<file path="config.mk">
export PLATFORM = sky130hd
export DESIGN_NAME = wrr_front
export DESIGN_NICKNAME = d
export VERILOG_FILES = /design/src/sv/wrr_pkg.sv /design/src/sv/wrr_front.sv
export SDC_FILE = /design/constraint.sdc
export NUM_CORES = 1
export LEC_CHECK = 0
export BUFFER_PORTS_ARGS = -buffer_cell sky130_fd_sc_hd__buf_2
export CAP_MARGIN = 20
export CORE_ASPECT_RATIO = 0.9
export CORE_UTILIZATION = 24
export DETAILED_ROUTE_END_ITERATION = 8
export SLEW_MARGIN = 10
export SYNTH_ARGS = -nofsm -noshare
export SYNTH_HDL_FRONTEND = slang
export SYNTH_SLANG_ARGS = --single-unit
</file>
<file path="constraint.sdc">
create_clock -name clk -period 5.14 [get_ports clk]
set_input_delay 1.028 -clock clk [delete_from_list [all_inputs] [get_ports clk]]
set_output_delay 1.028 -clock clk [all_outputs]
set_load 0.01 [all_outputs]
</file>
<file path="src/sv/wrr_pkg.sv">
package wrr_pkg;

  // Angle and output formats.
  localparam int ANGLE_BITS = 16;
  localparam int FRAC_BITS  = 16;
  localparam int ANG_IN_W   = 16;
  localparam int ANG_EXT_W  = 24;
  localparam int IDX_W      = 3;
  localparam int OUT_W      = FRAC_BITS + 2;
  localparam int OUT_SH     = 30 - FRAC_BITS;

  // Internal Q30 word, wide enough for 1 +- cos and the products of the reduced terms.
  localparam int Q30W = 34;
  typedef logic signed [Q30W-1:0] q30_t;

  localparam q30_t ONE_Q30  = q30_t'(64'd1 << 30);
  localparam q30_t SQ38_Q30 = q30_t'(64'd657529896);
  localparam logic [29:0] PI4_Q30 = 30'd843314857;

  // Taylor series: terms up to x^TERMS/TERMS!, three stages per term after the first.
  localparam int TERMS    = 13;
  localparam int TRIG_LAT = 3 * (TERMS - 1) + 3;

  // Queue between the front and the back.
  localparam int QDEPTH = 2;
  localparam int QPTR_W = $clog2(QDEPTH);
  localparam int QCNT_W = $clog2(QDEPTH + 1);

  // Projection index codes, two's complement.
  localparam logic [IDX_W-1:0] IDX_M2 = 3'b110;
  localparam logic [IDX_W-1:0] IDX_M1 = 3'b111;
  localparam logic [IDX_W-1:0] IDX_Z  = 3'b000;
  localparam logic [IDX_W-1:0] IDX_P1 = 3'b001;
  localparam logic [IDX_W-1:0] IDX_P2 = 3'b010;

  typedef struct packed {
    logic [ANGLE_BITS-1:0] beta;
    logic [ANGLE_BITS-1:0] phase;
    logic [IDX_W-1:0]      m;
    logic [IDX_W-1:0]      n;
    logic                  invalid;
  } item_t;

  typedef struct packed {
    logic full;
    logic empty;
  } q_stat_t;

  // Product of two Q30 values, truncated toward zero.
  function automatic q30_t mulq(input q30_t a, input q30_t b);
    logic                neg;
    logic [Q30W-1:0]     ua;
    logic [Q30W-1:0]     ub;
    logic [2*Q30W-1:0]   pr;
    logic [Q30W-1:0]     pm;
    neg = a[Q30W-1] ^ b[Q30W-1];
    ua  = a[Q30W-1] ? Q30W'(-a) : Q30W'(a);
    ub  = b[Q30W-1] ? Q30W'(-b) : Q30W'(b);
    pr  = {{Q30W{1'b0}}, ua} * {{Q30W{1'b0}}, ub};
    pm  = pr[Q30W+29:30];
    return neg ? q30_t'(-pm) : q30_t'(pm);
  endfunction

  // Signed halving and quartering that truncate toward zero.
  function automatic q30_t half_tz(input q30_t v);
    q30_t t;
    t = v + q30_t'({{(Q30W-1){1'b0}}, v[Q30W-1]});
    return t >>> 1;
  endfunction

  function automatic q30_t quarter_tz(input q30_t v);
    q30_t t;
    t = v + (v[Q30W-1] ? q30_t'(3) : q30_t'(0));
    return t >>> 2;
  endfunction

  // Q30 to Q1.FRAC_BITS, round half away from zero, saturate at +-1.
  function automatic logic [OUT_W-1:0] to_out(input q30_t v);
    logic            neg;
    logic [Q30W-1:0] mag;
    logic [Q30W:0]   rs;
    logic [Q30W:0]   r;
    logic [Q30W:0]   res;
    neg = v[Q30W-1];
    mag = neg ? Q30W'(-v) : Q30W'(v);
    rs  = {1'b0, mag} + ((Q30W+1)'(1) << (OUT_SH - 1));
    r   = rs >> OUT_SH;
    if (r > ((Q30W+1)'(1) << FRAC_BITS)) begin
      r = (Q30W+1)'(1) << FRAC_BITS;
    end
    res = neg ? (Q30W+1)'(-r) : r;
    return res[OUT_W-1:0];
  endfunction

endpackage

</file>
<file path="src/sv/wrr_front.sv">
module wrr_front import wrr_pkg::*; (
  input  logic                 clk,
  input  logic                 rst_n,
  input  logic                 start,
  output logic                 busy,
  input  logic [ANG_IN_W-1:0]  in_angle_alpha,
  input  logic [ANG_IN_W-1:0]  in_angle_beta,
  input  logic [ANG_IN_W-1:0]  in_angle_gamma,
  input  logic [IDX_W-1:0]     in_row_index,
  input  logic [IDX_W-1:0]     in_col_index,
  input  q_stat_t              q_stat,
  output logic                 push,
  output item_t                push_item
);

  logic                        vld_r, vld_nxt;
  item_t                       item_r;
  logic                        load;
  logic [ANG_EXT_W-1:0]        a_ext, b_ext, g_ext;
  logic signed [ANGLE_BITS+4:0] pa, pg, e_full;
  logic                        m_bad, n_bad;

  assign busy = vld_r && q_stat.full;
  assign load = start && !busy;
  assign push = vld_r && !q_stat.full;
  assign push_item = item_r;

  assign a_ext = ANG_EXT_W'(in_angle_alpha);
  assign b_ext = ANG_EXT_W'(in_angle_beta);
  assign g_ext = ANG_EXT_W'(in_angle_gamma);

  // Phase of the exponential as a wrapping fraction of a turn.
  always_comb begin
    pa = $signed(in_row_index) * $signed({1'b0, a_ext[ANGLE_BITS-1:0]});
    pg = $signed(in_col_index) * $signed({1'b0, g_ext[ANGLE_BITS-1:0]});
    e_full = -pa - pg;
  end

  assign m_bad = !(in_row_index == IDX_M2 || in_row_index == IDX_M1 || in_row_index == IDX_Z ||
                   in_row_index == IDX_P1 || in_row_index == IDX_P2);
  assign n_bad = !(in_col_index == IDX_M2 || in_col_index == IDX_M1 || in_col_index == IDX_Z ||
                   in_col_index == IDX_P1 || in_col_index == IDX_P2);

  always_comb begin
    vld_nxt = vld_r;
    if (load) begin
      vld_nxt = 1'b1;
    end else if (push) begin
      vld_nxt = 1'b0;
    end
  end

  always_ff @(posedge clk) begin
    if (!rst_n) begin
      vld_r <= 1'b0;
    end else begin
      vld_r <= vld_nxt;
    end
  end

  always_ff @(posedge clk) begin
    if (load) begin
      item_r.beta    <= b_ext[ANGLE_BITS-1:0];
      item_r.phase   <= e_full[ANGLE_BITS-1:0];
      item_r.m       <= in_row_index;
      item_r.n       <= in_col_index;
      item_r.invalid <= m_bad || n_bad;
    end
  end

endmodule

</file>
Word level (Yosys, flattened, before mapping)
Cells that the tools add are included.

Register bits after elaboration: 40. Output and inout port bits: 41. Input port bits: 59.

Multiplexer cells: 2. Reductions and logical operators: 19. Add/sub/neg operators: 2. Multiply operators: 2. Equal/unequal tests: 8.

Operators by type and width (number): 3-bit by 17-bit multiplier with 16-bit output (2); 16-bit negator (1); 16-bit subtractor (1); 3-bit == test, second input constant (4); 1-bit logical OR (9); 3-bit by 1-bit == test with 1-bit output, second input constant (2); 3-bit by 2-bit == test with 1-bit output, second input constant (2); 3-bit logical NOT (2); 1-bit logical NOT (4); 1-bit logical AND (3); 1-bit 2-to-1 mux (2); 2-bit nonzero test (1).

Longest topological paths before layout
Word-level depth: 7. Mapped depth: 20. Mapped depth without buffers: 18.

Worst setup path before layout
OpenSTA, ideal clock, no wires.

Path type: input to register. From: in in_row_index[2]. To: reg item_r, in the netlist push_item[18], data pin. Arrival: 5.128 ns. Buffers on the path: 1. Setup time: 0.258 ns. Stages on the path: 17. Slack: -0.246 ns. Required time: 4.882 ns. Cell sequence: inv_1 buf_1 nor2_1 fa_1 fa_1 inv_1 fa_1 inv_1 fa_1 inv_1 ha_1 a21oi_1 nor2b_1 a311o_2 a31o_4 a31oi_4 xnor2_1.

Cells in the longest elaborated chain, start to end: 3.

Ends and longest elaborated chain: from (decl) (line wrr_front.sv:9) `input logic [IDX_W-1:0] in_row_index,`; 3-bit by 17-bit multiplier with 16-bit output (line wrr_front.sv:34) `pa = $signed(in_row_index) * $signed({1'b0, a_ext[ANGLE_BITS-1:0]});`; 16-bit negator (line wrr_front.sv:36) `e_full = -pa - pg;`; 16-bit subtractor (line wrr_front.sv:36); net e_full[11] (line wrr_front.sv:20) `logic signed [ANGLE_BITS+4:0] pa, pg, e_full;`; to (decl) (line wrr_front.sv:17) `item_t item_r;`.

The timed path passes the listed nets, and every way through them passes these cells. A chain may end at the register's enable or synchronous reset.

Worst setup path after layout
From: in in_row_index[2]. To: reg item_r, in the netlist push_item[20], data pin.

The elaborated chain is that of the path after synthesis.

==> impl_results.md <==
- Status: finished, final reports clean
- # DRC: 0
- Gr ovfl total: 0
- Synth top area share: 0.262
- Commonest non-fill, non-tap cells in the layout: inv_1, buf_2, ha_1, fa_1, edfxtp_1
- Final Setup Violations: 0
- Clk_lat worst skew: 280 ps
- Root Buffer: clkbuf_16
- Initial DRT Pass Iterations: 4
- CP Data Arrival Time: 4950 ps
- Synth Net Count: 613
- GPL Wtd Cong: 0.774
- Clock power share: 0.130
- Slew Limit Fails: 0
- Worst R2R Path Depth: 3
- CP Cell Sequence: buf_2 -> clkinvlp_4 -> nor2_2 -> fa_1 -> fa_1 -> inv_1 -> fa_1 -> inv_1 -> fa_1 -> inv_1 -> ha_1 -> a21oi_1 -> nor2b_1 -> a311o_2 -> o31ai_2 -> o21bai_1 -> xor2_1
- Fin Clk Skew: 3.44 ps
- DR vias: 3103
- FF-to-FF End: push_item[31]
- Fin crit share: 0.958
- WHS: 659 ps
- Post-layout min period: 4920 ps
- Largest net degree at the start of global routing: 40
- Die X: 146 um
- Flop2flop setup slack: 3600 ps
- NumNets Final: 735
- Bufs on Longest Clock Path: 2
- Fmax: 203 MHz
- Worst-Margin Slew: 633 ps
- Clock slew at reported path FFs: 60 ps
- Worst hold stages: 2
- Switching share of total power: 0.393
- Area Growth Syn to Fin: 26.1%
- YS warnings: 0
- Final Util: 0.315
- Post-synth EDFFs: 39
- Req. time, crit path: 5160 ps
- Max_cap viols: 0
- VDD IR max: 0.000194 V
- Hold WC Path Type: flip-flop to flip-flop
- Critical path type: primary input to flip-flop
- Synthesized area: 4470 um^2
- Hold-fix buffers at CTS: 0
- Comb pwr share: 0.670
- Largest cells by area after synthesis: edfxtp_1, fa_1, ha_1
- Synth Instances: 444
- Total wire length: 8940 um
- # H-tree levels: 2
- Num rows: 46
- Setup Buffers After CTS: 0
- Startpoint types: primary input
- WHS Endpoint: vld_r
- Multi-input logic area: 2810 um^2
- Initial Utilization: 0.250
- Post-route ant nets: 0
- Most common cell after layout, fill and taps aside: inv_1
- Max_slew headroom: 0.577
- HPWL after DPL: 8010 um
- Sum of buffers and inverters on the critical path: 5
- Num CTS Buffers: 5
- First-pass GRT wire length: 15100 um
- Async S/R FF share, synth: 0
- Total clock sinks: 40
- # fillers: 1876
- Share of cells above drive strength 1: 0.247
- Die height: 131 um
- Library cells used by synthesis: 36
- Hold Vio Cnt, Final: 0
- Crit-path most repeated cell: fa_1
- Worst stage delay on the critical path: 550 ps
- Ys flop type: edfxtp_1
- Seq/Total Area, Yosys: 0.266
- CTS tree: done
- Int Pwr: 1640 uW
- DRT iter0 DRCs: 91
- Initial antenna violation count: 2
- FF+latch area: 1190 um^2
- Critical path's slowest cell: fa_1
- IO Port Bufs: 98
- RSZ-0062 raised after global routing: no
- DR WL/cell: 11.1 um
- Worst r2r src: vld_r
- Vias per cell: 3.84
- Pwr dens: 480 nW/um^2
- Critical Path Fanout Max: 3
- Number of global-route vias before repair: 3083
- IO Pins: 100
- Total track usage: 0.0987
- Syn avg cell area: 10.1 um^2
- Flops & latches, synth: 40
- Crit. End Element: flip-flop
- Leakage power: 0.00280 uW
- Die Area: 19200 um^2
- P_sw: 1060 uW
- Post-synth top area cell: edfxtp_1
- CP delay by family, top: adder cells
- Hold Path Origin: vld_r
- Total core area: 17900 um^2
- Sequential share of power: 0.199
## worst max path at each step
stage / slack [ps] / from / end / cells after the start
final: 220 / in_row_index[2] / push_item[20] / 17
after CTS: 170 / in_row_index[2] / push_item[21] / 17
after floorplan: 10 / in_row_index[2] / push_item[18] / 17
after global routing: 20 / in_row_index[2] / push_item[20] / 17
after global placement: -110 / in_row_index[2] / push_item[20] / 17
after detailed placement: -130 / in_row_index[2] / push_item[19] / 21
## per-layer routing
metal  GRT usage  vias to the layer above  wire length (um)
li1            -                     1605                 -
met1       0.136                     1413              4490
met2       0.157                       76              3810
met3      0.0229                        7               542
met4      0.0211                        2                76
met5           0                        -                17
## registers in the layout, summed over array words and instances, names as in the netlist
register	count
vld_r	1
push_item	39
## cell families after synthesis
| kind of cell | count (synthesis) | share of synthesized area |
|---|---|---|
| DFF | 40 | 0.266 |
| adders and majority gates | 110 | 0.397 |
| xor gates and xnor gates | 23 | 0.0450 |
| buffers and inverters | 127 | 0.107 |
| and+or+nand+nor | 111 | 0.125 |
| muxes | 1 | 0.00252 |
| AOI/OAI and AO/OA | 32 | 0.0579 |
## synthesized netlist by cell type (2+ instances only)
master      n
o21a_1      5
fa_1       53
nand2b_1    5
clkbuf_1    6
xor2_1      6
o21ai_0     3
inv_1     119
nor2_1     18
nand3_1     2
o211ai_1    2
a21oi_1     4
nor2b_1    16
nor3_1      2
xnor2_1    17
and2_1     32
ha_1       57
nand2_1    35
a21o_1      6
edfxtp_1   39
## worst register-to-register path: cells and delay by family (launching register included)
kind | cells | cell delay (ps)
buffers and inverters | 1 | 240
DFF | 1 | 300
and+or+nand+nor | 2 | 700
## metrics by stage
stage	cells	instance area [um^2]	total power [uW]	setup WS (ps)	TNS, ps
5_1_grt	807	5640	3010	17.8	0
3_3_place_gp	798	5440	2360	-114	-459
2_1_floorplan	444	4490	1870	13.6	0
6_report	808	5640	2700	216	0
4_1_cts	806	5610	2750	170	0
3_5_place_dp	798	5440	2380	-133	-632
## cell type report
class / instances / share of cell area
well taps: 240 / 0.0532
clock inverters: 3 / 0.00843
multi-input cells: 277 / 0.499
inverters: 119 / 0.0799
flip-flops and latches: 40 / 0.211
clock buffers: 5 / 0.0222
repair buffers: 123 / 0.126
diodes: 1 / 0.000444
## repair_timing
action,CTS,global route
resized for setup,0,1
endpoints found under the setup margin,0,1
hold endpoints to repair,0,0
## power by group through the flow
stage                     sequential (uW)  combinational, uW  clock [uW]
final                                 539               1810         352
after detailed placement              548               1830           0
after global routing                  547               2080         383
after global placement                545               1810           0
after CTS                             541               1840         365
after floorplan                       591               1280           0
(Power assumes the default switching activity.)
