[src/sv/wrr_pkg.sv]
package wrr_pkg;

  // Angle and output formats.
  localparam int ANGLE_BITS = 16;
  localparam int FRAC_BITS  = 16;
  localparam int ANG_IN_W   = 16;
  localparam int ANG_EXT_W  = 24;
  localparam int IDX_W      = 3;
  localparam int OUT_W      = FRAC_BITS + 2;
  localparam int OUT_SH     = 30 - FRAC_BITS;

  // Internal Q30 word, wide enough for 1 +- cos and the products of the reduced terms.
  localparam int Q30W = 34;
  typedef logic signed [Q30W-1:0] q30_t;

  localparam q30_t ONE_Q30  = q30_t'(64'd1 << 30);
  localparam q30_t SQ38_Q30 = q30_t'(64'd657529896);
  localparam logic [29:0] PI4_Q30 = 30'd843314857;

  // Taylor series: terms up to x^TERMS/TERMS!, three stages per term after the first.
  localparam int TERMS    = 13;
  localparam int TRIG_LAT = 3 * (TERMS - 1) + 3;

  // Queue between the front and the back.
  localparam int QDEPTH = 2;
  localparam int QPTR_W = $clog2(QDEPTH);
  localparam int QCNT_W = $clog2(QDEPTH + 1);

  // Projection index codes, two's complement.
  localparam logic [IDX_W-1:0] IDX_M2 = 3'b110;
  localparam logic [IDX_W-1:0] IDX_M1 = 3'b111;
  localparam logic [IDX_W-1:0] IDX_Z  = 3'b000;
  localparam logic [IDX_W-1:0] IDX_P1 = 3'b001;
  localparam logic [IDX_W-1:0] IDX_P2 = 3'b010;

  typedef struct packed {
    logic [ANGLE_BITS-1:0] beta;
    logic [ANGLE_BITS-1:0] phase;
    logic [IDX_W-1:0]      m;
    logic [IDX_W-1:0]      n;
    logic                  invalid;
  } item_t;

  typedef struct packed {
    logic full;
    logic empty;
  } q_stat_t;

  // Product of two Q30 values, truncated toward zero.
  function automatic q30_t mulq(input q30_t a, input q30_t b);
    logic                neg;
    logic [Q30W-1:0]     ua;
    logic [Q30W-1:0]     ub;
    logic [2*Q30W-1:0]   pr;
    logic [Q30W-1:0]     pm;
    neg = a[Q30W-1] ^ b[Q30W-1];
    ua  = a[Q30W-1] ? Q30W'(-a) : Q30W'(a);
    ub  = b[Q30W-1] ? Q30W'(-b) : Q30W'(b);
    pr  = {{Q30W{1'b0}}, ua} * {{Q30W{1'b0}}, ub};
    pm  = pr[Q30W+29:30];
    return neg ? q30_t'(-pm) : q30_t'(pm);
  endfunction

  // Signed halving and quartering that truncate toward zero.
  function automatic q30_t half_tz(input q30_t v);
    q30_t t;
    t = v + q30_t'({{(Q30W-1){1'b0}}, v[Q30W-1]});
    return t >>> 1;
  endfunction

  function automatic q30_t quarter_tz(input q30_t v);
    q30_t t;
    t = v + (v[Q30W-1] ? q30_t'(3) : q30_t'(0));
    return t >>> 2;
  endfunction

  // Q30 to Q1.FRAC_BITS, round half away from zero, saturate at +-1.
  function automatic logic [OUT_W-1:0] to_out(input q30_t v);
    logic            neg;
    logic [Q30W-1:0] mag;
    logic [Q30W:0]   rs;
    logic [Q30W:0]   r;
    logic [Q30W:0]   res;
    neg = v[Q30W-1];
    mag = neg ? Q30W'(-v) : Q30W'(v);
    rs  = {1'b0, mag} + ((Q30W+1)'(1) << (OUT_SH - 1));
    r   = rs >> OUT_SH;
    if (r > ((Q30W+1)'(1) << FRAC_BITS)) begin
      r = (Q30W+1)'(1) << FRAC_BITS;
    end
    res = neg ? (Q30W+1)'(-r) : r;
    return res[OUT_W-1:0];
  endfunction

endpackage

[src/sv/wrr_queue.sv]
module wrr_queue import wrr_pkg::*; (
  input  logic    clk,
  input  logic    rst_n,
  input  logic    push,
  input  item_t   push_item,
  output q_stat_t q_stat,
  output logic    pop,
  output item_t   pop_item
);

  item_t             mem_r [0:QDEPTH-1];
  logic [QPTR_W-1:0] wp_r, wp_nxt, rp_r, rp_nxt;
  logic [QCNT_W-1:0] cnt_r, cnt_nxt;

  assign q_stat.full  = (cnt_r == QCNT_W'(QDEPTH));
  assign q_stat.empty = (cnt_r == '0);

  // The back takes an item in every cycle, so anything queued leaves at once.
  assign pop      = !q_stat.empty;
  assign pop_item = mem_r[rp_r];

  always_comb begin
    wp_nxt  = wp_r;
    rp_nxt  = rp_r;
    cnt_nxt = cnt_r;
    if (push) begin
      wp_nxt = (wp_r == QPTR_W'(QDEPTH - 1)) ? '0 : wp_r + 1'b1;
    end
    if (pop) begin
      rp_nxt = (rp_r == QPTR_W'(QDEPTH - 1)) ? '0 : rp_r + 1'b1;
    end
    if (push && !pop) begin
      cnt_nxt = cnt_r + 1'b1;
    end else if (pop && !push) begin
      cnt_nxt = cnt_r - 1'b1;
    end
  end

  always_ff @(posedge clk) begin
    if (!rst_n) begin
      wp_r  <= '0;
      rp_r  <= '0;
      cnt_r <= '0;
    end else begin
      wp_r  <= wp_nxt;
      rp_r  <= rp_nxt;
      cnt_r <= cnt_nxt;
    end
  end

  always_ff @(posedge clk) begin
    if (push) begin
      mem_r[wp_r] <= push_item;
    end
  end

endmodule

[config.mk]
export PLATFORM = sky130hd
export DESIGN_NAME = wrr_queue
export DESIGN_NICKNAME = d
export VERILOG_FILES = /design/src/sv/wrr_pkg.sv /design/src/sv/wrr_queue.sv
export SDC_FILE = /design/constraint.sdc
export NUM_CORES = 1
export LEC_CHECK = 0
export BUFFER_PORTS_ARGS = -buffer_cell sky130_fd_sc_hd__buf_2
export CAP_MARGIN = 30
export CORE_MARGIN = 2
export CORE_UTILIZATION = 46
export CTS_CLUSTER_DIAMETER = 150
export CTS_CLUSTER_SIZE = 8
export DETAILED_ROUTE_END_ITERATION = 16
export PLACE_DENSITY = 0.73
export SYNTH_ARGS = -nofsm -noshare
export SYNTH_HDL_FRONTEND = slang
export SYNTH_SLANG_ARGS = --single-unit
export TNS_END_PERCENT = 5
[constraint.sdc]
create_clock -name clk -period 2.3 [get_ports clk]
set_input_delay 0.115 -clock clk [delete_from_list [all_inputs] [get_ports clk]]
set_output_delay 0.115 -clock clk [all_outputs]
set_load 0.1 [all_outputs]
; ---- Yosys cells after proc, flatten, opt, wreduce, memory -nomap -nowiden
; Memories as Yosys holds them, arrays and structs flattened. A register that Yosys moved wholly into a read port is not among the register bits.
; Cells that the tools add are included.
; W data, S select, Z words.
[classes]
n_eq_ne = 1
n_reduce_logical = 6
add_sub_neg = 4
muxes = 8
[op_table]
columns = op, count
row1 = $mux W1, 6
row2 = $mux W2, 2
row3 = $add A1 B1 Y1 const B, 2
row4 = $add A2 B1 Y2 const B, 1
row5 = $eq A2 B2 Y1 const B, 1
row6 = $logic_and A1 B1 Y1, 2
row7 = $logic_not A1 Y1, 2
row8 = $logic_not A2 Y1, 1
row9 = $reduce_bool A2 Y1, 1
row10 = $sub A2 B1 Y2 const B, 1
[totals]
n_memories = 1
elab_cells = 23
input_bits = 42
ram_bits = 78
reg_bits = 4
output_inout_bits = 42
[memory_table]
columns = name, words, width, rd, rd_clocked_by_memory_dff, wr, line
row1 = mem_r, 2, 39, 1, 1, 1, wrr_queue.sv:11  ; item_t mem_r [0:QDEPTH-1];

; ---- Logic depth before layout (Yosys ltp)
; Gate-level depths: netlist of the first run.
[depth]
word_depth = 5
mapped_depth = 5
mapped_depth_nobuf = 5

; ---- Least setup slack after synthesis of the first run
; Ideal clock, no wire load.
[synth_path]
path_kind = register to register
start = register wp_r
end = memory mem_r[0][0] (netlist bit) (enable)
arrival_ns = 2.082
setup_ns = 0.441
t_required_ns = 1.859
n_path_buf = 0
stages_incl_launch_ff = 2
slack_ns = -0.223
period_less_slack_ns = 2.523
cell_sequence = dfxtp_1 nor2b_1
[synth_rtl]
columns = element, line
row1 = "start, declared", wrr_queue.sv:12  ; logic [QPTR_W-1:0] wp_r, wp_nxt, rp_r, rp_nxt;
row2 = "start signal, assigned", wrr_queue.sv:45  ; wp_r <= wp_nxt;
row3 = "end, declared", wrr_queue.sv:11
; Straight into the memory's write port.

==> reports/qor.json, run 1 <==
{
  "status": {
    "outcome": "complete, no violations"
  },
  "yosys": {
    "post-synth-top-area-cell": "sky130_fd_sc_hd__edfxtp_1",
    "post-synth-top-area-fraction_pct": 77.2,
    "post-synth-top-count-cell": "sky130_fd_sc_hd__edfxtp_1",
    "synth.lib_cells_used.distinct": 18,
    "synth_compound_area_share_pct": 0.660,
    "synth.avg_cell_area_sq_um": 21.1,
    "synth_commonest_cells": "sky130_fd_sc_hd__edfxtp_1, sky130_fd_sc_hd__mux2_2, sky130_fd_sc_hd__dfxtp_1",
    "synth_enable_flop_cells": 78,
    "postSynthNetCount": 187,
    "postSynthRegisterBits": 83,
    "synth_fa_ha_area_share_pct": 0.413,
    "syn_inst": 144,
    "yosys-mux-area-fraction_pct": 14.5,
    "synth_warnings": 0,
    "ys_seq_area_share_pct": 80.5,
    "async_reset_ff_share_pct": 0,
    "synth_ff_type": "sky130_fd_sc_hd__edfxtp_1",
    "syn-cell-area_sq_um": 3030,
    "synth.top_cells.by_area": "sky130_fd_sc_hd__edfxtp_1, sky130_fd_sc_hd__mux2_2, sky130_fd_sc_hd__dfxtp_1",
    "yosys.area_share.simple_pct": 1.98,
    "synth_xor_xnor_area_share_pct": 0.866,
    "synth_top_family_by_area": "multiplexers"
  },
  "global_routing": {
    "number_of_global_route_vias_before_repair": 1812,
    "grt_antenna_before_repair": 0,
    "first_pass_grt_wire_length_mm": 8.64,
    "grt_max_degree": 27,
    "grt_util_all_layers_pct": 16.1,
    "globalRouteOverflowTotal": 0
  },
  "setup_path": {
    "crit_type": "reg -> out",
    "cp_data_arrival_time_ps": 1790,
    "sort_of_element_at_the_start_of_the_critical_path": "flop",
    "required_ps": 2180,
    "worst_setup_path_end_kind": "output port",
    "crit_fanout": 26
  },
  "sta": {
    "final.setup_skew_ps": 7.49,
    "drv_slew": 0,
    "achievable-frequency_mhz": 526,
    "tns_ps": 0,
    "period_needed_ps": 1900,
    "setup_violating_endpoint_count_in_the_final_report": 0,
    "finalHoldViolations": 0,
    "rsz_0062_raised_after_global_routing": "no",
    "worst_hold_slack_ps": 40.8,
    "maxSlewHeadroom_pct": 67.1,
    "finalCritPeriodShare_pct": 82.7,
    "max_slew.worst_pin.slew_ps": 496
  },
  "finish": {
    "n_antenna_cell": 0,
    "drive_above_1_share_pct": 51.2,
    "post-route-util_pct": 65.1,
    "instances_no_fill": 358,
    "area.growth.synth_to_final_pct": 36.4,
    "layout.nets": 319
  },
  "clock_network": {
    "cts.htree.levels": 3,
    "cts_buffer_depth": 2,
    "cts.clk_slew.worst_paths_ps": 80,
    "tritoncts.num_buffers": 9,
    "cts_tree": "built",
    "clock_sink_count": 83,
    "ctsRootBufferMaster": "sky130_fd_sc_hd__clkbuf_8",
    "clk-insertion-delay-late_ps": 330
  },
  "placed_design": {
    "io_buffers": 83,
    "detailedPlacementHpwl_mm": 3.40,
    "globalplace.congestion": 0.709,
    "place.detailed.instances": 303
  },
  "drt": {
    "drt_first_pass_iters": 4,
    "via_count": 1706,
    "wl_per_cell_um": 15.5,
    "detail-route-antenna-nets": 0,
    "vias_per_cell": 4.77,
    "routed_wirelength_mm": 5.56,
    "drt_drc_violations_left": 0,
    "drt_iter0_drc": 86
  },
  "floorplan": {
    "rows": 29,
    "chipWidth_um": 85.2,
    "ioPinCount": 84,
    "die-area_sq_um": 7260,
    "die_y_um": 85.2,
    "initial_cell_density_of_the_core_pct": 47.8,
    "core_ar_sq_um": 6350
  },
  "power": {
    "vdd_drop_max_uv": 1620,
    "p_leak_uw": 0.00158,
    "power-per-cell-area_nw_per_um2": 1300
  },
  "flow_run": {
    "max-cap-violations": 0
  },
  "hold_path": {
    "worst_hold_path_type": "in -> reg"
  }
}
state kept, by name, indices dropped and copies added, names as in the netlist, named ones only:
name,count
mem_r,78
cnt_r,2
rp_r,1
wp_r,1
cell type report:
| class | count | area, sq um |
|---|---|---|
| multi-input combinational | 56 | 567 |
| sequential | 83 | 2440 |
| clock buffer | 10 | 128 |
| fill | 449 | 2210 |
| timing repair buffer | 125 | 866 |
| inverter | 1 | 3.75 |
| tap | 77 | 96.3 |
| clock inverter | 6 | 32.5 |
critical path: stages (launching register included):
cell and delay, ps:
sky130_fd_sc_hd__dfxtp_2 540, sky130_fd_sc_hd__buf_12 240, sky130_fd_sc_hd__mux2_2 370, sky130_fd_sc_hd__buf_2 300
layout by cell type (no fill, tap or decap):
| cell | synthesis | routed |
|---|---|---|
| sky130_fd_sc_hd__and2_2 | 0 | 1 |
| sky130_fd_sc_hd__and2_1 | 4 | 3 |
| sky130_fd_sc_hd__clkinv_2 | 0 | 5 |
| sky130_fd_sc_hd__a21boi_1 | 1 | 1 |
| sky130_fd_sc_hd__nor2b_4 | 0 | 1 |
| sky130_fd_sc_hd__nor2_1 | 2 | 2 |
| sky130_fd_sc_hd__or3_1 | 1 | 1 |
| sky130_fd_sc_hd__mux2_2 | 39 | 39 |
| sky130_fd_sc_hd__o21a_1 | 1 | 1 |
| sky130_fd_sc_hd__o21ai_0 | 1 | 1 |
| sky130_fd_sc_hd__xor2_1 | 1 | 1 |
| sky130_fd_sc_hd__ha_1 | 1 | 1 |
| sky130_fd_sc_hd__clkbuf_1 | 0 | 1 |
| sky130_fd_sc_hd__and2b_2 | 1 | 1 |
| sky130_fd_sc_hd__nor2b_1 | 2 | 1 |
| sky130_fd_sc_hd__buf_12 | 0 | 3 |
| sky130_fd_sc_hd__inv_1 | 1 | 1 |
| sky130_fd_sc_hd__dfxtp_1 | 5 | 4 |
| sky130_fd_sc_hd__xnor2_1 | 2 | 2 |
| sky130_fd_sc_hd__dfxtp_2 | 0 | 1 |
| sky130_fd_sc_hd__dlygate4sd3_1 | 0 | 39 |
| sky130_fd_sc_hd__edfxtp_1 | 78 | 78 |
| sky130_fd_sc_hd__clkinvlp_4 | 0 | 1 |
| sky130_fd_sc_hd__clkbuf_8 | 0 | 9 |
| sky130_fd_sc_hd__buf_2 | 2 | 83 |
final timing paths:
check | start | endpoint | slack (ps) | depth (start not counted)
min reg2reg | cnt_r[1] | cnt_r[1] | 550 | 2
min | rst_n | wp_r | 40 | 2
max | flop | pop_item[14] | 400 | 3
max reg2reg | cnt_r[0] | cnt_r[1] | 810 | 4
metal layers:
metal / routed length, um / GRT usage, % / part of all wire, %
met5: 0 / 0 / 0
met4: 82 / 7.36 / 1.5
met3: 282 / 3.99 / 5.1
met2: 2890 / 27.6 / 52
met1: 2300 / 19.0 / 41
power by group:
| group | switching (uW) | internal [uW] | total, uW |
|---|---|---|---|
| clock network | 481 | 383 | 864 |
| logic | 2060 | 579 | 2640 |
| registers | 87.4 | 1770 | 1860 |
| total | 2630 | 2730 | 5360 |
timing repair:
item | 4_1_cts | 5_1_grt
buffers inserted | 0 | 0
hold endpoints to repair | 78 | 0
resized for setup | 0 | 0
hold buffers | 39 | 0
kinds of logic after synthesis:
kind of cell,count (synthesis)
fa+ha+maj,1
flops,83
mux,39
xor+xnor,3
buf+inv,5
compound gates,3
simple gates,10
stage by stage:
step	setup slack, ps	power (uW)	area [sq um]
after floorplan	528	4130	3040
after global placement	739	4470	3590
after detailed placement	720	4490	3590
after CTS	358	5400	4140
after global routing	300	5560	4140
final	398	5360	4140
Note: power is estimated with default switching activity, not from simulation.
==> inputs of run 2 (changes only) <==
--- a/config.mk
+++ b/config.mk
@@ -5,14 +5,15 @@
 export SDC_FILE = /design/constraint.sdc
 export NUM_CORES = 1
 export LEC_CHECK = 0
+export ABC_AREA = 1
 export BUFFER_PORTS_ARGS = -buffer_cell sky130_fd_sc_hd__buf_2
 export CAP_MARGIN = 30
 export CORE_MARGIN = 2
-export CORE_UTILIZATION = 46
+export CORE_UTILIZATION = 51
 export CTS_CLUSTER_DIAMETER = 150
 export CTS_CLUSTER_SIZE = 8
 export DETAILED_ROUTE_END_ITERATION = 16
-export PLACE_DENSITY = 0.73
+export PLACE_DENSITY = 0.77
 export SYNTH_ARGS = -nofsm -noshare
 export SYNTH_HDL_FRONTEND = slang
 export SYNTH_SLANG_ARGS = --single-unit
==> constraint.sdc (replaced) <==
create_clock -name clk -period 1.8 [get_ports clk]
set_input_delay 0.09 -clock clk [delete_from_list [all_inputs] [get_ports clk]]
set_output_delay 0.09 -clock clk [all_outputs]
set_load 0.1 [all_outputs]
==> run 2 against run 1 <==
Core utilization increased by 16 points. First-iteration DRC count decreased by 21%. Combinational power grew 64%. Design area increased by 16%. Total power grew 47%. Non-clock buffer count is 4 higher. Critical path type unchanged. Global-route usage grew 3.3 points. Via count up 6.9%.
==> reports/qor.json, run 2 <==
{
  "drt": {
    "via_count": 1823,
    "routed_wirelength_mm": 5.92,
    "drt_first_pass_iters": 4,
    "wl_per_cell_um": 16.0,
    "drt_iter0_drc": 68,
    "detail-route-antenna-nets": 0,
    "drt_drc_violations_left": 0,
    "vias_per_cell": 4.91
  },
  "finish": {
    "instances_no_fill": 371,
    "post-route-util_pct": 81.2,
    "fillers": 310,
    "most_common_cell_after_layout_fill_and_taps_aside": "sky130_fd_sc_hd__edfxtp_1",
    "largest_reg_flops": 78,
    "layout_top_registers": "mem_r x78, cnt_r x2",
    "layout.nets": 334,
    "top_register": "mem_r",
    "area.growth.synth_to_final_pct": 54.8,
    "n_antenna_cell": 0,
    "layout.cells.most_common_list": "sky130_fd_sc_hd__edfxtp_1, sky130_fd_sc_hd__buf_2, sky130_fd_sc_hd__dlygate4sd3_1",
    "drive_above_1_share_pct": 48.0
  },
  "sta": {
    "finalHoldViolations": 0,
    "tns_ps": 0,
    "rsz_0062_raised_after_global_routing": "no",
    "period_needed_ps": 1650,
    "final.setup_skew_ps": 5.89,
    "finalCritPeriodShare_pct": 91.9,
    "max_slew.worst_pin.slew_ps": 490,
    "drv_slew": 0,
    "setup_violating_endpoint_count_in_the_final_report": 0,
    "maxSlewHeadroom_pct": 67.6,
    "achievable-frequency_mhz": 604
  },
  "setup_path": {
    "crit_type": "reg -> out",
    "crit_fanout": 23,
    "rrSetupSlack_ps": 560,
    "cpLargestDelayFamily": "buffers and inverters",
    "worstPathBufferInverterCount": 2,
    "critical-path-slowest-cell": "sky130_fd_sc_hd__mux2_2",
    "sort_of_element_at_the_start_of_the_critical_path": "flop",
    "cp_cell_sequence": "buf_4, mux2_2, buf_12",
    "required_ps": 1710,
    "cpPeakStageDelay_ps": 410,
    "worst_setup_path_end_kind": "output port",
    "cp_data_arrival_time_ps": 1560
  },
  "clock_network": {
    "cts_buffer_depth": 2,
    "cts.clk_slew.worst_paths_ps": 70,
    "tritoncts.num_buffers": 9,
    "cts.htree.levels": 3,
    "cts_tree": "built",
    "ctsRootBufferMaster": "sky130_fd_sc_hd__clkbuf_8",
    "clock_sink_count": 83,
    "clk-insertion-delay-late_ps": 340
  },
  "yosys": {
    "post-synth-top-area-cell": "sky130_fd_sc_hd__edfxtp_1",
    "synth.lib_cells_used.distinct": 15,
    "async_reset_ff_share_pct": 0,
    "synth_warnings": 0,
    "synth.avg_cell_area_sq_um": 19.9,
    "postSynthNetCount": 198,
    "synth_enable_flop_cells": 78,
    "synth_ff_type": "sky130_fd_sc_hd__edfxtp_1",
    "syn_inst": 155,
    "ys_seq_area_share_pct": 79.1,
    "post-synth-top-count-cell": "sky130_fd_sc_hd__edfxtp_1",
    "synth_commonest_cells": "sky130_fd_sc_hd__edfxtp_1, sky130_fd_sc_hd__mux2_2, sky130_fd_sc_hd__mux2_4",
    "postSynthRegisterBits": 83,
    "syn-cell-area_sq_um": 3090,
    "post-synth-top-area-fraction_pct": 75.9,
    "synth.top_cells.by_area": "sky130_fd_sc_hd__edfxtp_1, sky130_fd_sc_hd__mux2_2, sky130_fd_sc_hd__mux2_4"
  },
  "status": {
    "outcome": "complete, no violations"
  },
  "placed_design": {
    "io_buffers": 83,
    "globalplace.congestion": 0.688,
    "place.detailed.instances": 315,
    "detailedPlacementHpwl_mm": 3.71
  },
  "power": {
    "power-per-cell-area_nw_per_um2": 1650,
    "p_leak_uw": 0.00187,
    "vdd_drop_max_uv": 1390
  },
  "floorplan": {
    "ioPinCount": 84,
    "chipWidth_um": 81.8,
    "initial_cell_density_of_the_core_pct": 52.5,
    "die_y_um": 81.8,
    "core_ar_sq_um": 5890,
    "die-area_sq_um": 6690,
    "rows": 28
  },
  "global_routing": {
    "globalRouteOverflowTotal": 0,
    "grt_max_degree": 28,
    "grt_antenna_before_repair": 0,
    "grt_util_all_layers_pct": 19.4,
    "number_of_global_route_vias_before_repair": 2020,
    "first_pass_grt_wire_length_mm": 9.18
  },
  "flow_run": {
    "max-cap-violations": 0
  },
  "hold_path": {
    "worst_hold_path_type": "in -> reg"
  }
}
==> run 2: changes by cell type in the layout (fill, tap and decap cells not counted), moves of 4 or more <==
cell                       previous run  this run
sky130_fd_sc_hd__buf_2               83        44
sky130_fd_sc_hd__mux2_4               0        10
sky130_fd_sc_hd__mux2_2              39        29
sky130_fd_sc_hd__nor2_1               2         6
sky130_fd_sc_hd__buf_4                0         6
sky130_fd_sc_hd__clkinv_2             5         0
sky130_fd_sc_hd__nand2_1              0         6
sky130_fd_sc_hd__buf_12               3        39
sky130_fd_sc_hd__inv_1                1         8
==> run 2: logic make-up (layout without fill, tap and decap cells) <==
kind of cell | Yosys count | after routing | synth area share [%]
AOI/OAI and AO/OA | 5 | 5 | 0.810
DFF | 83 | 83 | 79.1
and+or+nand+nor | 15 | 15 | 1.94
buffers and inverters | 12 | 153 | 2.31
muxes | 39 | 39 | 15.4
adders and majority gates | 1 | 1 | 0.405
==> run 2: path summary, 6_finish.rpt <==
path	start	cells after the start	endpoint
max reg2reg	wp_r	3	mem_r[1][15]
min	push	3	wp_r
max	flop	3	pop_item[22]
min reg2reg	rp_r	1	flop
==> run 2: stage by stage <==
step	total power (uW)	hold slack [ps]	setup WS, ps	cell area (sq um)
6_report	7880	50.4	145	4780
2_1_floorplan	5290	189	38.0	3090
5_1_grt	8120	93.8	82.0	4780
3_5_place_dp	6630	281	495	4200
4_1_cts	7930	36.5	125	4780
3_3_place_gp	6580	278	498	4200
==> run 2: layout make-up <==
class	count	area (sq um)	share of cell area [%]
sequential	83	2440	51.1
multi-input combinational	60	582	12.2
timing repair buffer	129	1450	30.3
clock inverter	6	56.3	1.18
inverter	8	30.0	0.628
clock buffer	10	128	2.67
tap	75	93.8	1.96
==> run 2: per-layer routing <==
metal	wire length, um	share of wire, %	global-route usage [%]
met1	2330	39	21.1
met2	3220	54	34.6
met3	230	3.9	4.51
met4	144	2.4	10.5
met5	0	0	0
==> run 2: what timing repair did <==
| item | 4_1_cts | 5_1_grt |
|---|---|---|
| buffers inserted | 0 | 0 |
| hold endpoints to repair | 79 | 0 |
| gates resized for setup | 0 | 0 |
| endpoints found under the setup margin | 0 | 0 |
| hold buffers | 40 | 0 |
==> run 2: worst min-delay path, stage by stage <==
cell and delay, ps:
sky130_fd_sc_hd__buf_2 120, sky130_fd_sc_hd__nor2_1 80, sky130_fd_sc_hd__nor2_1 60
==> run 2: power breakdown <==
part           switching, uW  internal (uW)
clock                    608            627
combinational           2820           1510
sequential              54.3           2260
==> inputs of run 3 (changes only) <==
--- a/config.mk
+++ b/config.mk
@@ -8,9 +8,10 @@
 export ABC_AREA = 1
 export BUFFER_PORTS_ARGS = -buffer_cell sky130_fd_sc_hd__buf_2
 export CAP_MARGIN = 30
+export CORE_ASPECT_RATIO = 1.75
 export CORE_MARGIN = 2
 export CORE_UTILIZATION = 51
-export CTS_CLUSTER_DIAMETER = 150
+export CTS_CLUSTER_DIAMETER = 50
 export CTS_CLUSTER_SIZE = 8
 export DETAILED_ROUTE_END_ITERATION = 16
 export PLACE_DENSITY = 0.77
==> run 3 against run 2 <==
Cell count up 0.81%. Clock power decreased by 9.8%. Via count decreased by 3.2%. Sequential share of layout area is 7.2 points higher. Largest power group unchanged.
==> reports/qor.json, run 3 (synthesized netlist as in run 2, its figures left out) <==
{
  "setup_path": {
    "rrSetupSlack_ps": 610,
    "sort_of_element_at_the_start_of_the_critical_path": "flop",
    "required_ps": 1710,
    "crit_type": "reg -> out",
    "cp_data_arrival_time_ps": 1650,
    "worst_setup_path_end_kind": "output port",
    "crit_fanout": 36
  },
  "clock_network": {
    "clock_sink_count": 83,
    "clk-insertion-delay-late_ps": 340,
    "ctsRootBufferMaster": "sky130_fd_sc_hd__clkbuf_8",
    "cts.clk_slew.worst_paths_ps": 70,
    "cts_tree": "built",
    "cts.htree.levels": 3,
    "cts_buffer_depth": 2,
    "tritoncts.num_buffers": 9
  },
  "power": {
    "vdd_drop_max_uv": 1330,
    "p_leak_uw": 0.00166,
    "power-per-cell-area_nw_per_um2": 1620,
    "total_power_uw": 6800
  },
  "drt": {
    "wl_per_cell_um": 14.3,
    "drt_first_pass_iters": 4,
    "drt_drc_violations_left": 0,
    "routed_wirelength_mm": 5.34,
    "detail-route-antenna-nets": 0,
    "drt_iter0_drc": 39,
    "via_count": 1765,
    "vias_per_cell": 4.72
  },
  "sta": {
    "rsz_0062_raised_after_global_routing": "no",
    "drv_slew": 0,
    "finalHoldViolations": 0,
    "maxSlewHeadroom_pct": 67.3,
    "tns_ps": 0,
    "max_slew.worst_pin.slew_ps": 493,
    "worst_hold_slack_ps": 41.0,
    "final.setup_skew_ps": 4.64,
    "setup_violating_endpoint_count_in_the_final_report": 0,
    "finalCritPeriodShare_pct": 96.9,
    "achievable-frequency_mhz": 574,
    "final_critical_path_setup_slack_ps": 56.6,
    "period_needed_ps": 1740
  },
  "floorplan": {
    "ioPinCount": 84,
    "chipWidth_um": 62.8,
    "die_y_um": 107,
    "rows": 37,
    "core_ar_sq_um": 5880,
    "initial_cell_density_of_the_core_pct": 52.5,
    "die-area_sq_um": 6720
  },
  "global_routing": {
    "grt_antenna_before_repair": 0,
    "globalRouteOverflowTotal": 0,
    "first_pass_grt_wire_length_mm": 8.47,
    "number_of_global_route_vias_before_repair": 1874,
    "grt_util_all_layers_pct": 17.1,
    "grt_max_degree": 37
  },
  "finish": {
    "layout.cells.most_common_list": "sky130_fd_sc_hd__buf_2, sky130_fd_sc_hd__edfxtp_1, sky130_fd_sc_hd__dlygate4sd3_1",
    "top_register": "mem_r",
    "layout_top_registers": "mem_r x78, cnt_r x2",
    "layout.nets": 334,
    "most_common_cell_after_layout_fill_and_taps_aside": "sky130_fd_sc_hd__buf_2",
    "largest_reg_flops": 78,
    "area.growth.synth_to_final_pct": 35.7,
    "drive_above_1_share_pct": 47.3,
    "n_antenna_cell": 0,
    "fillers": 407
  },
  "status": {
    "outcome": "complete, no violations"
  },
  "placed_design": {
    "io_buffers": 83,
    "globalplace.congestion": 0.743,
    "detailedPlacementHpwl_mm": 3.41,
    "placement.setup.worst_slack_ps": 401
  },
  "hold_path": {
    "worst_hold_path_type": "in -> reg"
  },
  "flow_run": {
    "max-cap-violations": 0
  }
}
## run 3: cell types whose count changed in the layout (fill, tap and decap cells not counted), sizes merged
cell	change
buf	-1
bufinv	-1
clkbuf	+7
clkinv	-3
clkinvlp	-2
## run 3: repair_timing
action                                 CTS  global route
gates resized for setup                  0             1
hold buffers                            40             0
endpoints found under the hold margin   80             0
buffers inserted                         0             0
setup endpoints to repair                0             1
## run 3: critical path: stages (launching register included)
cell and delay (ps):
sky130_fd_sc_hd__dfxtp_2 390, sky130_fd_sc_hd__buf_12 250, sky130_fd_sc_hd__mux2_2 370, sky130_fd_sc_hd__buf_2 290
## run 3: metrics by stage
step	utilization, %	cells	area, sq um
after floorplan	-	155	3090
after global placement	61.7	318	3630
after detailed placement	61.7	318	3630
after CTS	71.2	374	4190
after global routing	71.2	374	4190
final	71.2	374	4190
## run 3: layer usage
layer	part of all wire (%)	GRT usage, %	wire [um]
met5	0	0	0
met4	2.0	8.73	106
met3	4.9	5.67	263
met2	55	29.9	2930
met1	38	18.1	2040
## run 3: worst paths after layout
| check | start | depth (start not counted) | to |
|---|---|---|---|
| setup / recovery | flop | 3 | pop_item[29] |
| hold / removal | push | 3 | wp_r |
| setup reg to reg | cnt_r[0] | 7 | cnt_r[1] |
| hold reg to reg | rp_r | 1 | rp_r |
## run 3: area by class of cell
class	instances	area, sq um	area share [%]
clock buffers	16	160	3.82
multi-input cells	60	582	13.9
flip-flops and latches	83	2440	58.3
inverters	8	30.0	0.717
repair buffers	129	876	20.9
well taps	78	97.6	2.33
## run 3: where the power goes
group	switching, uW	internal, uW	leakage, uW
combinational	2630	727	0.000803
sequential	70.7	2260	0.000774
clock	567	544	0.0000790
